### src/bcg_pkg.sv
// Shared types and constants for the battery charge gauge.
package bcg_pkg;

  localparam int DIV_DW    = 32;            // dividend / quotient width
  localparam int DIV_VW    = 20;            // divisor width (36 * capacity fits)
  localparam int DIV_STEPS = DIV_DW / 2;    // two quotient bits per cycle
  localparam int CNT_W     = $clog2(DIV_STEPS);

  localparam logic [2:0] REG_CAPACITY = 3'd0;
  localparam logic [2:0] REG_EOD_MV   = 3'd1;
  localparam logic [2:0] REG_EOC_MV   = 3'd2;
  localparam logic [2:0] REG_MAX_MA   = 3'd3;
  localparam logic [2:0] REG_FALLOFF  = 3'd4;

  localparam logic [13:0] RST_CAPACITY = 14'd2000;
  localparam logic [15:0] RST_EOD_MV   = 16'd3000;
  localparam logic [15:0] RST_EOC_MV   = 16'd4200;
  localparam logic [14:0] RST_MAX_MA   = 15'd1000;
  localparam logic [15:0] RST_FALLOFF  = 16'd200;
  localparam logic [31:0] RST_CHARGE   = 32'd3600000;

  localparam logic [19:0] REQ_ZERO_PCT = 20'd20;

  typedef struct packed {
    logic              start;
    logic [DIV_DW-1:0] dividend;
    logic [DIV_VW-1:0] divisor;
  } div_req_t;

  typedef struct packed {
    logic              done;
    logic [DIV_DW-1:0] quot;
  } div_rsp_t;

endpackage

### src/bcg_div.sv
// Iterative unsigned restoring divider, two quotient bits per cycle.
module bcg_div (
  input  logic              clk,
  input  logic              rst_n,
  input  bcg_pkg::div_req_t req,
  output bcg_pkg::div_rsp_t rsp
);
  import bcg_pkg::*;

  logic              busy_r;
  logic              done_r;
  logic [CNT_W-1:0]  cnt_r;
  logic [DIV_DW-1:0] dq_r;     // dividend bits shift out the top, quotient bits in the bottom
  logic [DIV_VW-1:0] rem_r;
  logic [DIV_VW-1:0] dvs_r;

  logic [DIV_VW:0]   r1, r2, d1, d2;
  logic              ge1, ge2;
  logic [DIV_VW-1:0] m1, m2;

  always_comb begin
    r1  = {rem_r, dq_r[DIV_DW-1]};
    ge1 = r1 >= {1'b0, dvs_r};
    d1  = r1 - {1'b0, dvs_r};
    m1  = ge1 ? d1[DIV_VW-1:0] : r1[DIV_VW-1:0];
    r2  = {m1, dq_r[DIV_DW-2]};
    ge2 = r2 >= {1'b0, dvs_r};
    d2  = r2 - {1'b0, dvs_r};
    m2  = ge2 ? d2[DIV_VW-1:0] : r2[DIV_VW-1:0];
  end

  always_ff @(posedge clk) begin
    if (!rst_n) begin
      busy_r <= 1'b0;
      done_r <= 1'b0;
      cnt_r  <= '0;
    end else begin
      done_r <= 1'b0;
      if (req.start) begin
        busy_r <= 1'b1;
        cnt_r  <= '0;
      end else if (busy_r) begin
        cnt_r <= cnt_r + 1'b1;
        if (cnt_r == CNT_W'(DIV_STEPS - 1)) begin
          busy_r <= 1'b0;
          done_r <= 1'b1;
        end
      end
    end
  end

  always_ff @(posedge clk) begin
    if (req.start) begin
      dq_r  <= req.dividend;
      rem_r <= '0;
      dvs_r <= req.divisor;
    end else if (busy_r) begin
      dq_r  <= {dq_r[DIV_DW-3:0], ge1, ge2};
      rem_r <= m2;
    end
  end

  assign rsp.done = done_r;
  assign rsp.quot = dq_r;

endmodule

### src/battery_charge_gauge.sv
// Coulomb-counting fuel gauge: config registers, tick sequencer and result register.
// Each tick makes one to four passes through the shared 2-bit-per-cycle divider.
// A new input transfer is taken only once the previous result is in the output register,
//   even while that result waits.
// Reset (synchronous, rst_n low): registers to defaults, charge to 3600000 mC, marks cleared.
module battery_charge_gauge (
  input  logic        clk,
  input  logic        rst_n,
  input  logic        in_tvalid,
  output logic        in_tready,
  input  logic [39:0] in_tdata,   // [20:0] charge_delta_mc, [36:21] batt_voltage_mv, rest zero
  output logic        out_tvalid,
  input  logic        out_tready,
  output logic [63:0] out_tdata,  // [15:0] soc_pct, [16] eod_flag, [17] eoc_flag,
                                  // [33:18] charge_req_ma, [48:34] max_charge_ma,
                                  // [63:49] max_discharge_ma
  input  logic        cfg_we,
  input  logic [2:0]  cfg_addr,
  input  logic [15:0] cfg_wdata
);
  import bcg_pkg::*;

  localparam logic [3:0] ST_IDLE     = 4'd0;
  localparam logic [3:0] ST_UPD      = 4'd1;
  localparam logic [3:0] ST_SOC_GO   = 4'd2;
  localparam logic [3:0] ST_SOC_WAIT = 4'd3;
  localparam logic [3:0] ST_REQ_MUL  = 4'd4;
  localparam logic [3:0] ST_REQ_GO   = 4'd5;
  localparam logic [3:0] ST_REQ_WAIT = 4'd6;
  localparam logic [3:0] ST_CHG      = 4'd7;
  localparam logic [3:0] ST_CHG_GO   = 4'd8;
  localparam logic [3:0] ST_CHG_WAIT = 4'd9;
  localparam logic [3:0] ST_DIS      = 4'd10;
  localparam logic [3:0] ST_DIS_GO   = 4'd11;
  localparam logic [3:0] ST_DIS_WAIT = 4'd12;
  localparam logic [3:0] ST_OUT      = 4'd13;

  // configuration
  logic [13:0] cap_r;
  logic [15:0] eod_r, eoc_r, fall_r;
  logic [14:0] max_r;

  // control state
  logic [3:0]  state_r, state_nxt;
  logic [31:0] charge_r, charge_nxt;
  logic        eod_mark_r, eod_mark_nxt, eoc_mark_r, eoc_mark_nxt;
  logic        out_valid_r, out_valid_nxt;

  // working registers
  logic signed [20:0] delta_r;
  logic [15:0] v_r;
  logic [15:0] soc_r, soc_nxt;
  logic [15:0] req_r, req_nxt;
  logic [14:0] mch_r, mch_nxt, mdis_r, mdis_nxt;
  logic [30:0] prod_r, prod_nxt;
  logic [63:0] out_data_r, out_data_nxt;

  div_req_t    div_req;
  div_rsp_t    div_rsp;

  logic [32:0] sum_w;
  logic [31:0] sat_w;
  logic [31:0] cap_ext, cap3600;
  logic [19:0] cap36;
  logic [31:0] charge_mag;
  logic [15:0] soc_mag;
  logic [15:0] mul_a;
  logic [33:0] req_sum;
  logic [31:0] q_neg;

  bcg_div u_div (
    .clk   (clk),
    .rst_n (rst_n),
    .req   (div_req),
    .rsp   (div_rsp)
  );

  always_ff @(posedge clk) begin
    if (!rst_n) begin
      cap_r  <= RST_CAPACITY;
      eod_r  <= RST_EOD_MV;
      eoc_r  <= RST_EOC_MV;
      max_r  <= RST_MAX_MA;
      fall_r <= RST_FALLOFF;
    end else if (cfg_we) begin
      unique case (cfg_addr)
        REG_CAPACITY: cap_r  <= cfg_wdata[13:0];
        REG_EOD_MV:   eod_r  <= cfg_wdata;
        REG_EOC_MV:   eoc_r  <= cfg_wdata;
        REG_MAX_MA:   max_r  <= cfg_wdata[14:0];
        REG_FALLOFF:  fall_r <= cfg_wdata;
        default: ;
      endcase
    end
  end

  always_comb begin
    sum_w   = {charge_r[31], charge_r} + {{12{delta_r[20]}}, delta_r};
    if (sum_w[32] != sum_w[31])
      sat_w = sum_w[32] ? 32'h8000_0000 : 32'h7FFF_FFFF;
    else
      sat_w = sum_w[31:0];
    cap_ext    = {18'b0, cap_r};
    cap3600    = (cap_ext << 12) - (cap_ext << 9) + (cap_ext << 4);
    cap36      = ({6'b0, cap_r} << 5) + ({6'b0, cap_r} << 2);
    charge_mag = charge_r[31] ? (32'd0 - charge_r) : charge_r;
    soc_mag    = soc_r[15] ? (16'd0 - soc_r) : soc_r;
    q_neg      = 32'd0 - div_rsp.quot;
    req_sum    = soc_r[15] ? ({19'b0, max_r} + {2'b0, div_rsp.quot})
                           : ({19'b0, max_r} - {2'b0, div_rsp.quot});
  end

  // shared multiplier operand
  always_comb begin
    unique case (state_r)
      ST_CHG:  mul_a = eoc_r - v_r;
      ST_DIS:  mul_a = v_r - eod_r;
      default: mul_a = soc_mag;
    endcase
  end

  always_comb begin
    div_req.start    = (state_r == ST_SOC_GO && cap_r != '0) || state_r == ST_REQ_GO ||
                       state_r == ST_CHG_GO || state_r == ST_DIS_GO;
    div_req.dividend = (state_r == ST_SOC_GO) ? charge_mag : {1'b0, prod_r};
    unique case (state_r)
      ST_SOC_GO: div_req.divisor = cap36;
      ST_REQ_GO: div_req.divisor = REQ_ZERO_PCT;
      default:   div_req.divisor = {4'b0, fall_r};
    endcase
  end

  always_comb begin
    state_nxt     = state_r;
    charge_nxt    = charge_r;
    eod_mark_nxt  = eod_mark_r;
    eoc_mark_nxt  = eoc_mark_r;
    out_valid_nxt = out_valid_r && !out_tready;
    soc_nxt       = soc_r;
    req_nxt       = req_r;
    mch_nxt       = mch_r;
    mdis_nxt      = mdis_r;
    prod_nxt      = prod_r;
    out_data_nxt  = out_data_r;
    unique case (state_r)
      ST_IDLE: if (in_tvalid) state_nxt = ST_UPD;
      ST_UPD: begin
        if (v_r <= eod_r) begin
          charge_nxt   = '0;
          eod_mark_nxt = 1'b1;
        end else if (v_r >= eoc_r) begin
          charge_nxt   = cap3600;
          eoc_mark_nxt = 1'b1;
        end else begin
          charge_nxt   = sat_w;
          eod_mark_nxt = 1'b0;
          eoc_mark_nxt = 1'b0;
        end
        state_nxt = ST_SOC_GO;
      end
      ST_SOC_GO: begin
        // zero capacity reads as empty
        if (cap_r == '0) begin
          soc_nxt   = '0;
          state_nxt = ST_REQ_MUL;
        end else begin
          state_nxt = ST_SOC_WAIT;
        end
      end
      ST_SOC_WAIT: if (div_rsp.done) begin
        if (charge_r[31])
          soc_nxt = (div_rsp.quot > 32'd32768) ? 16'h8000 : q_neg[15:0];
        else
          soc_nxt = (div_rsp.quot > 32'd32767) ? 16'h7FFF : div_rsp.quot[15:0];
        state_nxt = ST_REQ_MUL;
      end
      ST_REQ_MUL: begin
        prod_nxt  = {15'b0, mul_a} * {16'b0, max_r};
        state_nxt = ST_REQ_GO;
      end
      ST_REQ_GO: state_nxt = ST_REQ_WAIT;
      ST_REQ_WAIT: if (div_rsp.done) begin
        if (req_sum[33])
          req_nxt = '0;
        else if (|req_sum[32:16])
          req_nxt = 16'hFFFF;
        else
          req_nxt = req_sum[15:0];
        state_nxt = ST_CHG;
      end
      ST_CHG: begin
        if (v_r >= eoc_r || eoc_mark_r) begin
          mch_nxt   = '0;
          state_nxt = ST_DIS;
        end else if ({1'b0, v_r} + {1'b0, fall_r} <= {1'b0, eoc_r}) begin
          mch_nxt   = max_r;
          state_nxt = ST_DIS;
        end else begin
          prod_nxt  = {15'b0, mul_a} * {16'b0, max_r};
          state_nxt = ST_CHG_GO;
        end
      end
      ST_CHG_GO: state_nxt = ST_CHG_WAIT;
      ST_CHG_WAIT: if (div_rsp.done) begin
        mch_nxt   = div_rsp.quot[14:0];
        state_nxt = ST_DIS;
      end
      ST_DIS: begin
        if (v_r <= eod_r || eod_mark_r) begin
          mdis_nxt  = '0;
          state_nxt = ST_OUT;
        end else if ({1'b0, v_r} >= {1'b0, eod_r} + {1'b0, fall_r}) begin
          mdis_nxt  = max_r;
          state_nxt = ST_OUT;
        end else begin
          prod_nxt  = {15'b0, mul_a} * {16'b0, max_r};
          state_nxt = ST_DIS_GO;
        end
      end
      ST_DIS_GO: state_nxt = ST_DIS_WAIT;
      ST_DIS_WAIT: if (div_rsp.done) begin
        mdis_nxt  = div_rsp.quot[14:0];
        state_nxt = ST_OUT;
      end
      ST_OUT: if (!out_valid_r || out_tready) begin
        out_data_nxt  = {mdis_r, mch_r, req_r, eoc_mark_r, eod_mark_r, soc_r};
        out_valid_nxt = 1'b1;
        state_nxt     = ST_IDLE;
      end
      default: state_nxt = ST_IDLE;
    endcase
  end

  always_ff @(posedge clk) begin
    if (!rst_n) begin
      state_r     <= ST_IDLE;
      charge_r    <= RST_CHARGE;
      eod_mark_r  <= 1'b0;
      eoc_mark_r  <= 1'b0;
      out_valid_r <= 1'b0;
    end else begin
      state_r     <= state_nxt;
      charge_r    <= charge_nxt;
      eod_mark_r  <= eod_mark_nxt;
      eoc_mark_r  <= eoc_mark_nxt;
      out_valid_r <= out_valid_nxt;
    end
  end

  always_ff @(posedge clk) begin
    if (in_tvalid && in_tready) begin
      delta_r <= in_tdata[20:0];
      v_r     <= in_tdata[36:21];
    end
    soc_r      <= soc_nxt;
    req_r      <= req_nxt;
    mch_r      <= mch_nxt;
    mdis_r     <= mdis_nxt;
    prod_r     <= prod_nxt;
    out_data_r <= out_data_nxt;
  end

  assign in_tready  = (state_r == ST_IDLE);
  assign out_tvalid = out_valid_r;
  assign out_tdata  = out_data_r;

endmodule

### config.mk
export PLATFORM = sky130hd
export DESIGN_NAME = battery_charge_gauge
export DESIGN_NICKNAME = d
export VERILOG_FILES = /design/src/bcg_pkg.sv /design/src/bcg_div.sv /design/src/battery_charge_gauge.sv
export SDC_FILE = /design/constraint.sdc
export NUM_CORES = 2
export LEC_CHECK = 0
export BUFFER_PORTS_ARGS = -buffer_cell sky130_fd_sc_hd__buf_2
export CELL_PAD_IN_SITES_DETAIL_PLACEMENT = 1
export CELL_PAD_IN_SITES_GLOBAL_PLACEMENT = 2
export CORE_MARGIN = 5
export CORE_UTILIZATION = 36
export CTS_CLUSTER_SIZE = 20
export DETAILED_ROUTE_END_ITERATION = 7
export GPL_TIMING_DRIVEN = 0
export PLACE_DENSITY = 0.74
export SLEW_MARGIN = 20
export SYNTH_ARGS = -nofsm -noshare
export SYNTH_HDL_FRONTEND = slang
export SYNTH_SLANG_ARGS = --single-unit
### constraint.sdc
create_clock -name clk -period 8.7 [get_ports clk]
set_input_delay 1.74 -clock clk [delete_from_list [all_inputs] [get_ports clk]]
set_output_delay 1.74 -clock clk [all_outputs]
set_load 0.02 [all_outputs]
==> impl_metrics.ini <==
[synthesis]
async_flop_share_pct = 0
ys_top_cells_by_count = 464 x nand2_1, 376 x inv_1, 344 x a21oi_1, 329 x ha_1, 246 x edfxtp_1
synthFlopType = edfxtp_1
ys_top_cells_by_area = edfxtp_1 21%, ha_1 12%, fa_1 11%
synth_top_area_share_pct = 21.1
yosysTopAreaCell = edfxtp_1
syn_area_um2 = 35000
synth_edf_count = 246
yosysWarnings = 0
ys_ff_latch = 388
synth.most_common_cell = nand2_1
synth_cell_types = 83
synth.net_count = 4572
seq_area_frac_synth_pct = 29.3
synthCells = 3988
syn_avg_cell_area_um2 = 8.77

[floorplan]
die_w_um = 322
die_area_um2 = 103000
rows = 114
start_util_pct = 36.2
core-area_um2 = 96600
ios = 130
die_height_um = 322

[critical_path]
crit_top_cell = fa_1
cp-end-kind = flip-flop
path_max_fanout = 4
worst_ep_arrival_time_ns = 8.95
cp_slowest_cell = fa_1
crit_path_max_incr_delay_ns = 0.54
critPathLaunchType = flip-flop
cp.required_ns = 9.09
critical_path_class = reg -> reg

[clock_tree]
clock_latency_ns = 0.66
clock-sinks = 388
clockBufferDepth = 3
path_clk_slew_ns = 0.06
root_buffer = clkbuf_16
cts_hold_buf = 0
cts_tree = done
cts-buffers-inserted = 50
h-tree-depth = 2

[route]
drtAntennaViolNets = 0
drt_pre_antenna_iters = 5
wirelength_mm = 132
drt-initial-drc-count = 1810
drc = 0
routedWlPerCell_um = 23.9
viasPerCell = 5.52
num_vias = 30500

[sta]
setup_violations = 0
tightest_slew_ns = 1.12
fin_setup_tns_ns = 0
rsz0062_at_grt = true
fin_ws_ns = 0.136
hold_viol = 0
finalCritPeriodShare_pct = 98.4
finalClockSkew_ns = 0.0228
period_needed_ns = 8.56
max_freq_mhz = 117
timing.hold.ws_ns = 0.407
slew_violations = 0
maxSlewHeadroom_pct = 25.2

[placement]
post-place-ws_ns = -1.76
portBuffers = 126
dp_hpwl_mm = 108
place_area_um2 = 37400
place.gp.congestion = 0.921

[final_layout]
final_nets = 4795
drive_gt1_share_pct = 9.52
stdcell_area_um2 = 39900
area_growth_pct = 14.2
antenna_cells = 0
n_fill_cell = 11300

[run]
cap_violations = 0

[worst_hold_path]
hp-class = reg -> reg

[global_route]
antenna_found_initial = 6
grt_use_total_pct = 25.0
grt_pass1_vias = 31400
grt_overflow = 0
grt_pass1_wl_mm = 198
grt_max_degree = 33

[run_status]
status = finished clean

[power_and_ir_drop]
finalPower_mw = 13.5
power_density_nw_per_um2 = 337
leakage_nw = 16.6
ir_drop_mv = 0.230
==> cells by family (layout without fill, tap and decap cells) <==
| logic type | Yosys count | in the layout | share of synthesized area, % |
|---|---|---|---|
| adder cells (fa/ha/maj) | 520 | 520 | 22.7 |
| AO/OA/AOI/OAI | 1033 | 1033 | 18.3 |
| flip-flops | 388 | 388 | 29.3 |
| multiplexers | 39 | 39 | 1.14 |
| buffers and inverters | 560 | 825 | 6.05 |
| XOR/XNOR | 234 | 234 | 5.86 |
| AND/OR/NAND/NOR | 1214 | 1214 | 16.6 |
==> routing by layer <==
| metal | routed length [um] | global-route usage, % |
|---|---|---|
| met2 | 62400 | 42.2 |
| met4 | 3550 | 5.87 |
| met1 | 60300 | 34.1 |
| met5 | 0 | 0 |
| met3 | 6170 | 3.50 |
==> registers in the layout, indices dropped and copies added (netlist names), 4 cells and up <==
signal       count
u_div.cnt_r      4
u_div.dq_r      32
v_r             16
u_div.dvs_r     20
mch_r           15
soc_r           16
req_r           16
state_r          4
prod_r          31
eod_r           16
cap_r           14
mdis_r          15
max_r           15
u_div.rem_r     20
fall_r          16
charge_r        32
out_tdata       64
delta_r         21
eoc_r           16
==> placed cells by master (no fill, tap or decap), types with 13 or more instances in the layout <==
cell       count
nand2_1      460
inv_1        365
a21oi_1      332
ha_1         317
edfxtp_1     246
nor2_1       220
o21ai_0      216
fa_1         189
clkbuf_1     146
xnor2_1      146
dfxtp_1      141
buf_2        131
and2_1       130
xor2_1        85
nor3_1        64
nand3_1       64
a21o_1        63
nor2b_1       56
clkbuf_16     52
nand2b_1      48
o22ai_1       47
o211ai_1      39
buf_4         39
nand4_1       35
o21bai_1      32
mux2i_1       31
o21a_1        29
o31ai_1       29
a31oi_1       26
buf_1         24
or3_1         23
and3_1        22
a22oi_1       22
a211oi_1      18
a21boi_0      17
nor4_1        16
inv_2         13
nor3b_1       13
==> final timing paths <==
| kind | startpoint | end | slack, ns | cells after the start |
|---|---|---|---|---|
| worst max-delay path | v_r[0] | prod_r[22] | 0.14 | 33 |
| worst min-delay path | mch_r[5] | out_tdata[39] | 0.41 | 0 |
| worst max register to register | v_r[0] | prod_r[22] | 0.14 | 33 |
| worst min register to register | mch_r[5] | out_tdata[39] | 0.41 | 0 |
==> metrics by stage <==
stage	std cells	util, %
after floorplan	3988	-
after CTS	5517	40.9
after global placement	5390	38.5
final	5529	41.3
after global routing	5529	41.3
after detailed placement	5405	38.7
==> worst max-delay path: cells and delay by family (launching register included) <==
kind | cells | cell delay, ns
flops | 1 | 0.42
buf+inv | 6 | 0.70
compound gates | 14 | 2.64
simple gates | 2 | 0.40
fa+ha+maj | 9 | 3.94
xor+xnor | 2 | 0.21
==> report_power, final <==
group / switching [mW] / internal (mW) / total [mW]
clock: 0.921 / 1.21 / 2.13
sequential: 0.387 / 2.50 / 2.89
combinational: 5.12 / 3.32 / 8.44
total: 6.43 / 7.03 / 13.5
==> final cells by class <==
type                       instances  area (um^2)  share of cell area, %
clock inverter                    30          294                  0.737
multi-input combinational       3040        23200                   58.1
inverter                         379         1420                   3.56
timing repair buffer             175         1070                   2.69
clock buffer                      64         1360                   3.40
tap                             1276         1600                   4.00
buffer                           177          766                   1.92
sequential                       388        10200                   25.6
==> repair_timing <==
action                                  4_1_cts  5_1_grt
endpoints found under the setup margin       19       13
pin swaps                                    11       75
setup buffers                                20       15
resized for setup                            65       82
No activity file was read; power rests on OpenSTA's default activity.
